===== src/sv/binary_to_decimal_ascii_unit_defines.svh =====
// ---------------------------------------------------------------------------
// Assertion macros for the binary to decimal ASCII unit
// Short forms for the concurrent checks at the end of the top level.
// ---------------------------------------------------------------------------
`ifndef BINARY_TO_DECIMAL_ASCII_UNIT_DEFINES_SVH
`define BINARY_TO_DECIMAL_ASCII_UNIT_DEFINES_SVH

// Check a consequent in the same cycle as its antecedent.
`define B2DA_ASSERT_SAME(label, ante, cons, msg) \
    label: assert property (@(posedge clk) disable iff (!rst_n) (ante) |-> (cons)) \
        else $error(msg);

// Check a consequent in the cycle after its antecedent.
`define B2DA_ASSERT_NEXT(label, ante, cons, msg) \
    label: assert property (@(posedge clk) disable iff (!rst_n) (ante) |=> (cons)) \
        else $error(msg);

`endif


===== src/sv/b2da_pkg.sv =====
// ---------------------------------------------------------------------------
// b2da_pkg
// Constants and helpers shared by the binary to decimal ASCII unit.
// ---------------------------------------------------------------------------
package b2da_pkg;

    localparam int        VALUE_W  = 32;
    localparam int        DIGIT_W  = 4;
    localparam int        CHAR_W   = 8;
    localparam logic [7:0] CH_SPACE = 8'h20;
    localparam logic [7:0] CH_ZERO  = 8'h30;
    localparam logic [7:0] CH_NINE  = 8'h39;

    // Ten to the power of the number of positions: first value that no
    // longer fits.
    function automatic logic [63:0] dec_limit(input int digits);
        logic [63:0] lim;
        lim = 64'd1;
        for (int k = 0; k < digits; k++)
        begin
            lim = lim * 64'd10;
        end
        return lim;
    endfunction

endpackage


===== src/sv/binary_to_decimal_ascii_unit.sv =====
// ---------------------------------------------------------------------------
// binary_to_decimal_ascii_unit
// Converts a signed integer to right-aligned decimal ASCII characters.
// ---------------------------------------------------------------------------
// Usage:
//   Input channel: drive value and raise start; the item is taken at the
//   rising edge where start is high and busy is low. busy then stays high
//   until the last character of the item is on the result ports.
//   Result channel: DIGITS characters per item, most significant position
//   first, each shown for one cycle with strobe high. last marks the final
//   character; error is high on every character of a negative value or of
//   one with more than DIGITS decimal digits, which all print as spaces.
//   Leading zeros print as spaces; zero prints as a single '0'.
// Timing:
//   The shared shift-and-add-three unit takes one magnitude bit per cycle,
//   then one character leaves per cycle. A new item is taken only once
//   the last character of the previous one is on the result ports.
// Reset clears the sequencer and the strobe; nothing is pending afterwards.
// The receiver cannot stall: every strobe is taken when it is shown.
// ---------------------------------------------------------------------------
`include "binary_to_decimal_ascii_unit_defines.svh"

module binary_to_decimal_ascii_unit
    import b2da_pkg::*;
#(
    parameter int DIGITS = 8
)
(
    input  logic                     clk,
    input  logic                     rst_n,
    input  logic                     start,
    output logic                     busy,
    input  logic signed [VALUE_W-1:0] value,
    output logic                     strobe,
    output logic [CHAR_W-1:0]        character,
    output logic                     last,
    output logic                     error
);

    // Decimal limit and the number of magnitude bits a valid value can use.
    localparam logic [63:0] LIMIT    = dec_limit(DIGITS);
    localparam int          LIM_BITS = $clog2(LIMIT);
    localparam int          BITS     = (LIM_BITS > VALUE_W - 1) ? VALUE_W - 1 : LIM_BITS;
    localparam int          BCD_W    = DIGIT_W * DIGITS;
    localparam int          CNT_W    = (BITS > 1) ? $clog2(BITS) : 1;

    typedef enum logic [1:0] {
        ST_IDLE,
        ST_CONV,
        ST_EMIT
    } state_t;

    state_t              state_reg,     state_next;
    logic [CNT_W-1:0]    cnt_reg,       cnt_next;
    logic [BITS-1:0]     mag_reg,       mag_next;
    logic [BCD_W-1:0]    bcd_reg,       bcd_next;
    logic                err_reg,       err_next;
    logic                seen_reg,      seen_next;
    logic                strobe_reg,    strobe_next;
    logic [CHAR_W-1:0]   character_reg, character_next;
    logic                last_reg,      last_next;
    logic                error_reg,     error_next;

    logic                accept;
    logic                out_of_range;
    logic [BCD_W-1:0]    bcd_step;
    logic [DIGIT_W-1:0]  digit;
    logic                final_pos;

    // Shared conversion unit: one magnitude bit per cycle, MSB first.
    b2da_dabble_step #(
        .DIGITS (DIGITS)
    ) u_step (
        .bcd         (bcd_reg),
        .bit_in      (mag_reg[BITS-1]),
        .bcd_shifted (bcd_step)
    );

    assign accept       = start && (state_reg == ST_IDLE);
    // Negative, or too many digits for the positions.
    assign out_of_range = value[VALUE_W-1] || ({32'b0, value} >= LIMIT);
    assign digit        = bcd_reg[BCD_W-1 -: DIGIT_W];
    assign final_pos    = (cnt_reg == '0);

    always_comb
    begin
        state_next     = state_reg;
        cnt_next       = cnt_reg;
        mag_next       = mag_reg;
        bcd_next       = bcd_reg;
        err_next       = err_reg;
        seen_next      = seen_reg;
        strobe_next    = 1'b0;
        character_next = character_reg;
        last_next      = last_reg;
        error_next     = error_reg;

        unique case (state_reg)
            ST_IDLE:
            begin
                if (accept)
                begin
                    state_next = ST_CONV;
                    cnt_next   = CNT_W'(BITS - 1);
                    mag_next   = value[BITS-1:0];
                    bcd_next   = '0;
                    err_next   = out_of_range;
                    seen_next  = 1'b0;
                end
            end
            ST_CONV:
            begin
                // Advance the conversion by one bit.
                bcd_next = bcd_step;
                mag_next = mag_reg << 1;
                cnt_next = cnt_reg - 1'b1;
                if (final_pos)
                begin
                    state_next = ST_EMIT;
                    cnt_next   = CNT_W'(DIGITS - 1);
                end
            end
            ST_EMIT:
            begin
                // Drop the top digit each cycle; blank leading zeros, and all digits on error.
                strobe_next = 1'b1;
                last_next   = final_pos;
                error_next  = err_reg;
                if (err_reg || (!seen_reg && digit == '0 && !final_pos))
                begin
                    character_next = CH_SPACE;
                end
                else
                begin
                    character_next = CH_ZERO + CHAR_W'(digit);
                end
                seen_next = seen_reg || (digit != '0);
                bcd_next  = bcd_reg << DIGIT_W;
                cnt_next  = cnt_reg - 1'b1;
                if (final_pos)
                begin
                    state_next = ST_IDLE;
                end
            end
            default:
            begin
                state_next = ST_IDLE;
            end
        endcase
    end

    always_ff @(posedge clk or negedge rst_n)
    begin
        if (!rst_n)
        begin
            state_reg     <= ST_IDLE;
            cnt_reg       <= '0;
            mag_reg       <= '0;
            bcd_reg       <= '0;
            err_reg       <= 1'b0;
            seen_reg      <= 1'b0;
            strobe_reg    <= 1'b0;
            character_reg <= CH_SPACE;
            last_reg      <= 1'b0;
            error_reg     <= 1'b0;
        end
        else
        begin
            state_reg     <= state_next;
            cnt_reg       <= cnt_next;
            mag_reg       <= mag_next;
            bcd_reg       <= bcd_next;
            err_reg       <= err_next;
            seen_reg      <= seen_next;
            strobe_reg    <= strobe_next;
            character_reg <= character_next;
            last_reg      <= last_next;
            error_reg     <= error_next;
        end
    end

    assign busy      = (state_reg != ST_IDLE);
    assign strobe    = strobe_reg;
    assign character = character_reg;
    assign last      = last_reg;
    assign error     = error_reg;

    // Checks on the sequencer and the result stream.
    `B2DA_ASSERT_SAME(a_mid_item_busy, strobe && !last, busy,
        "character before the last one shown while not busy")
    `B2DA_ASSERT_NEXT(a_gap_after_last, strobe && last, !strobe,
        "strobe directly after the last character of an item")
    `B2DA_ASSERT_NEXT(a_error_steady, strobe && !last && error, strobe && error,
        "error flag changed within an item")
    `B2DA_ASSERT_NEXT(a_accept_busy, start && !busy, busy && !strobe,
        "accepted item did not hold the unit busy")
    `B2DA_ASSERT_SAME(a_char_set, strobe,
        character == CH_SPACE || (character >= CH_ZERO && character <= CH_NINE),
        "character is neither a space nor a digit")

endmodule


===== src/sv/b2da_dabble_step.sv =====
// ---------------------------------------------------------------------------
// b2da_dabble_step
// One shift-and-add-three step of the binary to BCD conversion.
// ---------------------------------------------------------------------------
module b2da_dabble_step
    import b2da_pkg::*;
#(
    parameter int DIGITS = 8
)
(
    input  logic [DIGIT_W*DIGITS-1:0] bcd,
    input  logic                      bit_in,
    output logic [DIGIT_W*DIGITS-1:0] bcd_shifted
);

    logic [DIGIT_W*DIGITS-1:0] adj;

    // Correct every digit of five or more, then shift the next bit in.
    always_comb
    begin
        for (int k = 0; k < DIGITS; k++)
        begin
            adj[DIGIT_W*k +: DIGIT_W] = (bcd[DIGIT_W*k +: DIGIT_W] >= 4'd5)
                ? bcd[DIGIT_W*k +: DIGIT_W] + 4'd3
                : bcd[DIGIT_W*k +: DIGIT_W];
        end
    end

    assign bcd_shifted = {adj[DIGIT_W*DIGITS-2:0], bit_in};

endmodule


===== config.mk =====
export PLATFORM = sky130hd
export DESIGN_NAME = binary_to_decimal_ascii_unit
export DESIGN_NICKNAME = d
export VERILOG_FILES = /design/src/sv/b2da_pkg.sv /design/src/sv/binary_to_decimal_ascii_unit.sv /design/src/sv/b2da_dabble_step.sv
export VERILOG_INCLUDE_DIRS = /design/src /design/src/sv
export SDC_FILE = /design/constraint.sdc
export NUM_CORES = 1
export LEC_CHECK = 0
export BUFFER_PORTS_ARGS = -buffer_cell sky130_fd_sc_hd__buf_2
export CELL_PAD_IN_SITES_DETAIL_PLACEMENT = 1
export CELL_PAD_IN_SITES_GLOBAL_PLACEMENT = 1
export CORE_MARGIN = 2
export CORE_UTILIZATION = 25
export DETAILED_ROUTE_END_ITERATION = 7
export PLACE_DENSITY_LB_ADDON = 0.2
export SKIP_LAST_GASP = 1
export SYNTH_ARGS = -nofsm -noshare
export SYNTH_HDL_FRONTEND = slang
export SYNTH_SLANG_ARGS = --single-unit

===== constraint.sdc =====
create_clock -name clk -period 2.7 [get_ports clk]
set_input_delay 0.54 -clock clk [delete_from_list [all_inputs] [get_ports clk]]
set_output_delay 0.54 -clock clk [all_outputs]
set_load 0.01 [all_outputs]

Word-level counts from Yosys, hierarchy flattened. Cells that the tools add are included.

Order comparisons: 9. Equal/unequal tests: 5. Reduce and logical (&&, ||, !) cells: 21. Add/sub/neg operators: 10. Mux-type cells: 23.

Operator list (count): case mux 32 bit (3 select lines) (1); case mux 27 bit (2 select lines) (1); greater-or-equal comparator 32 x 27 -> 1 bit, second input constant (1); greater-or-equal comparator 4 x 3 -> 1 bit, second input constant (8); two-way mux 32 bit (1); adder 4 x 2 -> 4 bit, second input constant (7); two-way mux 4 bit (7); two-way mux 27 bit (1); case mux 5 bit (3 select lines) (1); two-way mux 5 bit (2); AND reduction 2 bit (4); adder 6 x 4 -> 7 bit, first input constant (1); two-way mux 7 bit (1); two-way mux 2 bit (3); inequality test 2 bit, second input constant (3); case mux 2 bit (3 select lines) (1); nonzero test 2 bit (3); logical NOT 5 bit (1); subtractor 5 x 1 -> 5 bit, second input constant (1); logical NOT 4 bit (1); nonzero test 4 bit (1); adder 3 x 2 -> 3 bit, second input constant (1); logical AND 1 bit (3); logical OR 1 bit (3); 9 further kinds (11).

Output and inout bits: 12. Word-level logic and storage cells: 78. Register bits after elaboration: 79.

Depth between registers and ports, before layout.
Word-level depth: 5. Depth in mapped cells: 9. Gate-level depth less buffers: 6.

Cells and area by module. A second synthesis with hierarchy kept.

Cell total of the unflattened synthesis: 489. Area, all modules: 4505.6 um^2.

Modules (own cells, without submodules): binary_to_decimal_ascii_unit (times used 1, cells an instance 364, area each 3707.3 um^2); b2da_dabble_step (times used 1, cells an instance 125, area each 798.3 um^2).

Worst setup path after synthesis. OpenSTA, ideal clock, no wires.

Kind: reg2reg. Start point: register state_reg[0]. End point: register bcd_reg[20]. Data required time: 2.568 ns. Setup time: 0.132 ns. Data arrival time: 1.643 ns. Setup slack: 0.924 ns. Stages on the path, launching flop included: 10. Clock period less this slack: 1.776 ns. Cells stage by stage: dfrtp_1 -> inv_1 -> ha_1 -> nor2b_1 -> buf_6 -> or2_1 -> buf_6 -> buf_6 -> a22oi_1 -> o21ai_1.

Word-level cells in the longest chain between the ends: 4. Elaborated cells on any way between the ends: 8.

Ends and longest elaborated chain: start: declaration (line binary_to_decimal_ascii_unit.sv:53) `state_t state_reg, state_next;`; start signal: assignment (line binary_to_decimal_ascii_unit.sv:169) `state_reg <= state_next;`; logical NOT 2 bit (line binary_to_decimal_ascii_unit.sv:79, binary_to_decimal_ascii_unit.sv:98); logical AND 1 bit (line binary_to_decimal_ascii_unit.sv:79) `assign accept = start && (state_reg == ST_IDLE);`; inequality test 2 bit (no source line); AND reduction 2 bit (no source line); end signal: assignment (line binary_to_decimal_ascii_unit.sv:172) `bcd_reg <= bcd_next;`; end: declaration (line binary_to_decimal_ascii_unit.sv:56) `logic [BCD_W-1:0] bcd_reg, bcd_next;`.

Parallel ways exist; a longest one is shown, timed or not. A chain may end at the register's enable or synchronous reset.

Worst setup path in the final report.
Start point: register state_reg[1]. End point: register mag_reg[16].

Word-level cells in the longest chain between the ends: 4. Elaborated cells on any way between the ends: 7.

Ends and longest elaborated chain: logical NOT 2 bit (line binary_to_decimal_ascii_unit.sv:79, binary_to_decimal_ascii_unit.sv:98); logical AND 1 bit (line binary_to_decimal_ascii_unit.sv:79); inequality test 2 bit (no source line); AND reduction 2 bit (no source line); end signal: assignment (line binary_to_decimal_ascii_unit.sv:171) `mag_reg <= mag_next;`; end: declaration (line binary_to_decimal_ascii_unit.sv:55) `logic [BITS-1:0] mag_reg, mag_next;`.

Parallel ways exist; a longest one is shown, timed or not.

==> impl_summary.txt <==
----------------------------------------------------
[Global route]
  Overall overflow remaining after global route ... 0
  Wire length of the first global-routing pass ... 18,500 µm
  GR met1 Demand/Resource ... 0.167
  Initial antenna violation count ... 0
  GRT busiest layer ... met2
  Global-route usage over all layers ... 0.130
  Maximum number of pins on one net before global-route repair ... 53
  Fraction of met2 tracks used by global routing ... 0.211
  Via count of the first global-routing pass ... around 3,600
  GR Util met3 ... 0.0360

[Die]
  Ports placed on the boundary ... 47
  Standard cell core area ... ~0.017 mm²
  Row Count ... 47
  Horiz. Die Dim ... between 100 and 150 µm
  Area of the die ... around 0.018 mm²
  Vert. Die Dim ... approximately 130 µm
  Starting density of the core ... 0.257

[CTS]
  Number of H-tree branching levels ... 3
  Resized Gates After CTS ... 0
  Number of buffers between clock root and the deepest sink ... 2
  Clk slew on worst S/H paths ... 0.06 ns
  Cell at the root of the clock tree ... sky130_fd_sc_hd__clkbuf_16
  CTS tree ... built
  Clock insertion delay at the later pin of the skew report ... approximately 0.35 ns
  CTS sink cnt ... 76
  TritonCTS Buffers ... 9
  Number of hold-repair buffers added at the cts stage ... 0
  # Post-CTS Setup Buffers ... 0

[Logic synthesis]
  Average cell area after synthesis ... about 9.6 µm²
  Sequential-to-total area share from yosys stat ... 0.444
  Synth Instances ... 447
  Seq cells post-synth ... 76
  Count of cell types in the netlist ... a little under 50
  Count of flip-flops with a built-in enable after synthesis ... 0
  Post-synth design cell area ... ~0.0043 mm²
  Most common flop cell mapped by yosys ... sky130_fd_sc_hd__dfrtp_1
  Proportion of synthesized flip-flops having asynchronous set or reset ... 1.00
  Yosys warning total ... 0

[Place]
  Routability congestion estimate ... slightly above 0.7
  Worst slack, placed ... between 0.4 and 0.5 ns
  Estimated wirelength of the detail-placed design ... around 7700 µm
  Placed Cells ... 696
  Input/output buffers ... 43

[Setup path]
  Reg-to-Reg Start ... state_reg[1]
  Setup slack of the worst register-to-register path ... approximately 0.50 ns
  First element of the critical path ... state_reg[1]
  Cell with the most instances on the worst path ... sky130_fd_sc_hd__inv_1
  Worst R2R End ... mag_reg[16]
  CP endpoint kind ... flop
  Endpoint arrival time on the critical path ... between 2 and 2.5 ns
  Crit-path leading delay family ... compound AO/OA/AOI/OAI gates
  Data required time of the critical path ... between 2 and 3 ns
  Start-to-end type of the worst setup path ... reg2reg
  Ordered cell list for the critical path ... inv_1 > ha_1 > inv_1 > a21boi_4 > o21ai_0
  Critical Path Fanout Max ... 52
  Worst stage delay on the critical path ... 0.86 ns
  WP buf/inv ... 2
  Cells on worst reg2reg path ... 5
  Type of element launching the critical path ... flop
  Critical Path Slowest Stage Cell ... sky130_fd_sc_hd__a21boi_4

[Routing]
  DR iter-0 viols ... 77
  Via/cell ratio ... a little under 5
  Total via count after detailed routing ... 3,453
  Count of unresolved DRC violations after routing ... 0
  Average wire per standard cell ... 15.5 µm
  Residual antenna-violating net count after detailed routing ... 0
  Wire length reported by the detailed router ... roughly 11,000 µm
  Count of TritonRoute iterations in the first routing pass ... 4

[Finish]
  Filler-free cell count of the finished design ... approximately 710
  Number of nets in the layout ... roughly 540
  Max FFs per register ... 32
  Final standard cell utilization of the core ... 0.303
  Syn-to-layout area delta ... 17.8%
  Fraction of layout cells with a size suffix above 1 ... 0.167
  Antenna diodes ... 0

[STA]
  Max-slew headroom ... 0.271
  Maximum clock rate ... 455 MHz
  Finish-stage setup viols ... 0
  Final sum of negative setup slack ... 0 ns
  RSZ-0062 raised after global routing ... no
  Final worst clock skew ... just under 0.008 ns
  Final period util ... 0.815
  Crit path setup slack, layout ... around 0.50 ns
  Pins Over Slew Limit ... 0
  Clock period minus final worst setup slack ... 2.20 ns
  Post-Route Hold Slack ... 0.124 ns
  Endpoints failing hold ... 0
  Pin slew with the least headroom to its limit ... ~1.1 ns

[Job]
  MaxCap Viol Count ... 0

[Power]
  Worst ir drop on vdd ... roughly 420 µV
  Share of power burned in combinational logic ... 0.372
  Cell internal pwr ... 2.76 mW
  Power share of the sequential group ... 0.355
  Part of the total power dissipated in the clock network ... 0.273
  Total leakage power ... around 2.2 nW
  Switching fraction of total power ... 0.385
  Pwr/cell area ... about 890 mW/mm²
  NetSw ... ~1.7 mW

[Hold path]
  Type of the tightest min-delay check ... in2async

[Run status]
  Outcome ... finished clean

----------------------------------------------------
==> synthesized netlist by cell type, drive strengths merged, types with 2 or more instances <==
cell | n | share of area
a31oi | 2 | 0.0029
nor3 | 5 | 0.0058
a21oi | 26 | 0.031
nand2b | 16 | 0.023
mux2i | 27 | 0.063
dfrtp | 76 | 0.44
a22oi | 27 | 0.047
inv | 26 | 0.023
nor2 | 4 | 0.0053
nand2 | 54 | 0.047
clkbuf | 9 | 0.0079
nor3b | 7 | 0.012
conb | 2 | 0.0018
ha | 22 | 0.064
a22o | 3 | 0.0061
a221o | 3 | 0.0070
o21ai | 79 | 0.092
mux2 | 9 | 0.024
o2bb2ai | 2 | 0.0041
buf | 15 | 0.025
xnor2 | 8 | 0.016
nor4 | 2 | 0.0029
a21o | 2 | 0.0035
==> routing by layer <==
metal  wire length [µm]  part of all wire
met1               5350              0.48
met2               5160              0.47
met3                406             0.037
met4                146             0.013
met5                  0                 0
==> cell type report <==
type | instances | area [µm²]
Timing Repair Buffer | 52 | 310
Sequential cell | 76 | 1900
Clock buffer | 10 | 229
Clock inverter | 6 | 65.1
Inverter | 26 | 97.6
Fill cell | 1918 | 11600
Multi-Input combinational cell | 322 | 2160
Tap cell | 220 | 275
==> through the flow <==
stage               total power [mW]  instance area [µm²]
floorplan                       2.81                 4280
global placement                3.27                 4750
detailed placement              3.34                 4750
CTS                             4.59                 5040
global route                    4.84                 5040
finish                          4.49                 5040
==> layout by cell type, fill, tap and decap left out, types with 3 or more instances in the layout <==
master,count
sky130_fd_sc_hd__dfrtp_1,76
sky130_fd_sc_hd__o21ai_0,58
sky130_fd_sc_hd__nand2_1,54
sky130_fd_sc_hd__buf_2,42
sky130_fd_sc_hd__mux2i_1,27
sky130_fd_sc_hd__a22oi_1,27
sky130_fd_sc_hd__inv_1,26
sky130_fd_sc_hd__a21oi_1,25
sky130_fd_sc_hd__o21ai_1,21
sky130_fd_sc_hd__ha_1,21
sky130_fd_sc_hd__nand2b_1,16
sky130_fd_sc_hd__mux2_2,9
sky130_fd_sc_hd__clkbuf_16,9
sky130_fd_sc_hd__xnor2_1,8
sky130_fd_sc_hd__buf_4,8
sky130_fd_sc_hd__nor3b_1,7
sky130_fd_sc_hd__nor3_1,4
sky130_fd_sc_hd__a22o_1,3
sky130_fd_sc_hd__nor2_1,3
sky130_fd_sc_hd__a221o_1,3
sky130_fd_sc_hd__conb_1,3
==> power by group through the flow <==
stage / logic [mW] / registers [mW] / clock network, mW
4_1_cts: 1.72 / 1.60 / 1.28
3_3_place_gp: 1.66 / 1.61 / 0
3_5_place_dp: 1.72 / 1.61 / 0
2_1_floorplan: 1.24 / 1.57 / 0
5_1_grt: 1.89 / 1.64 / 1.32
6_report: 1.67 / 1.59 / 1.22
==> how the worst max path moves through the flow <==
stage	slack, ns	depth (start not counted)	to
floorplan	0.92	9	bcd_reg[20]
finish	0.50	5	mag_reg[16]
global route	0.26	5	mag_reg[14]
global placement	0.48	6	bcd_reg[28]
CTS	0.44	5	mag_reg[16]
detailed placement	0.42	5	mag_reg[14]
==> cells by family (layout without fill, tap and decap cells) <==
family,count (synthesis),after routing,share of synthesized area
adder cells (fa/ha/maj),22,22,0.0643
buffers and inverters,50,94,0.0558
XOR/XNOR,9,9,0.0184
flip-flops,76,76,0.444
multiplexers,36,36,0.0868
AO/OA/AOI/OAI,152,152,0.210
AND/OR/NAND/NOR,100,100,0.119
other,2,3,0.00175
Power figures use the tool's default switching activity.
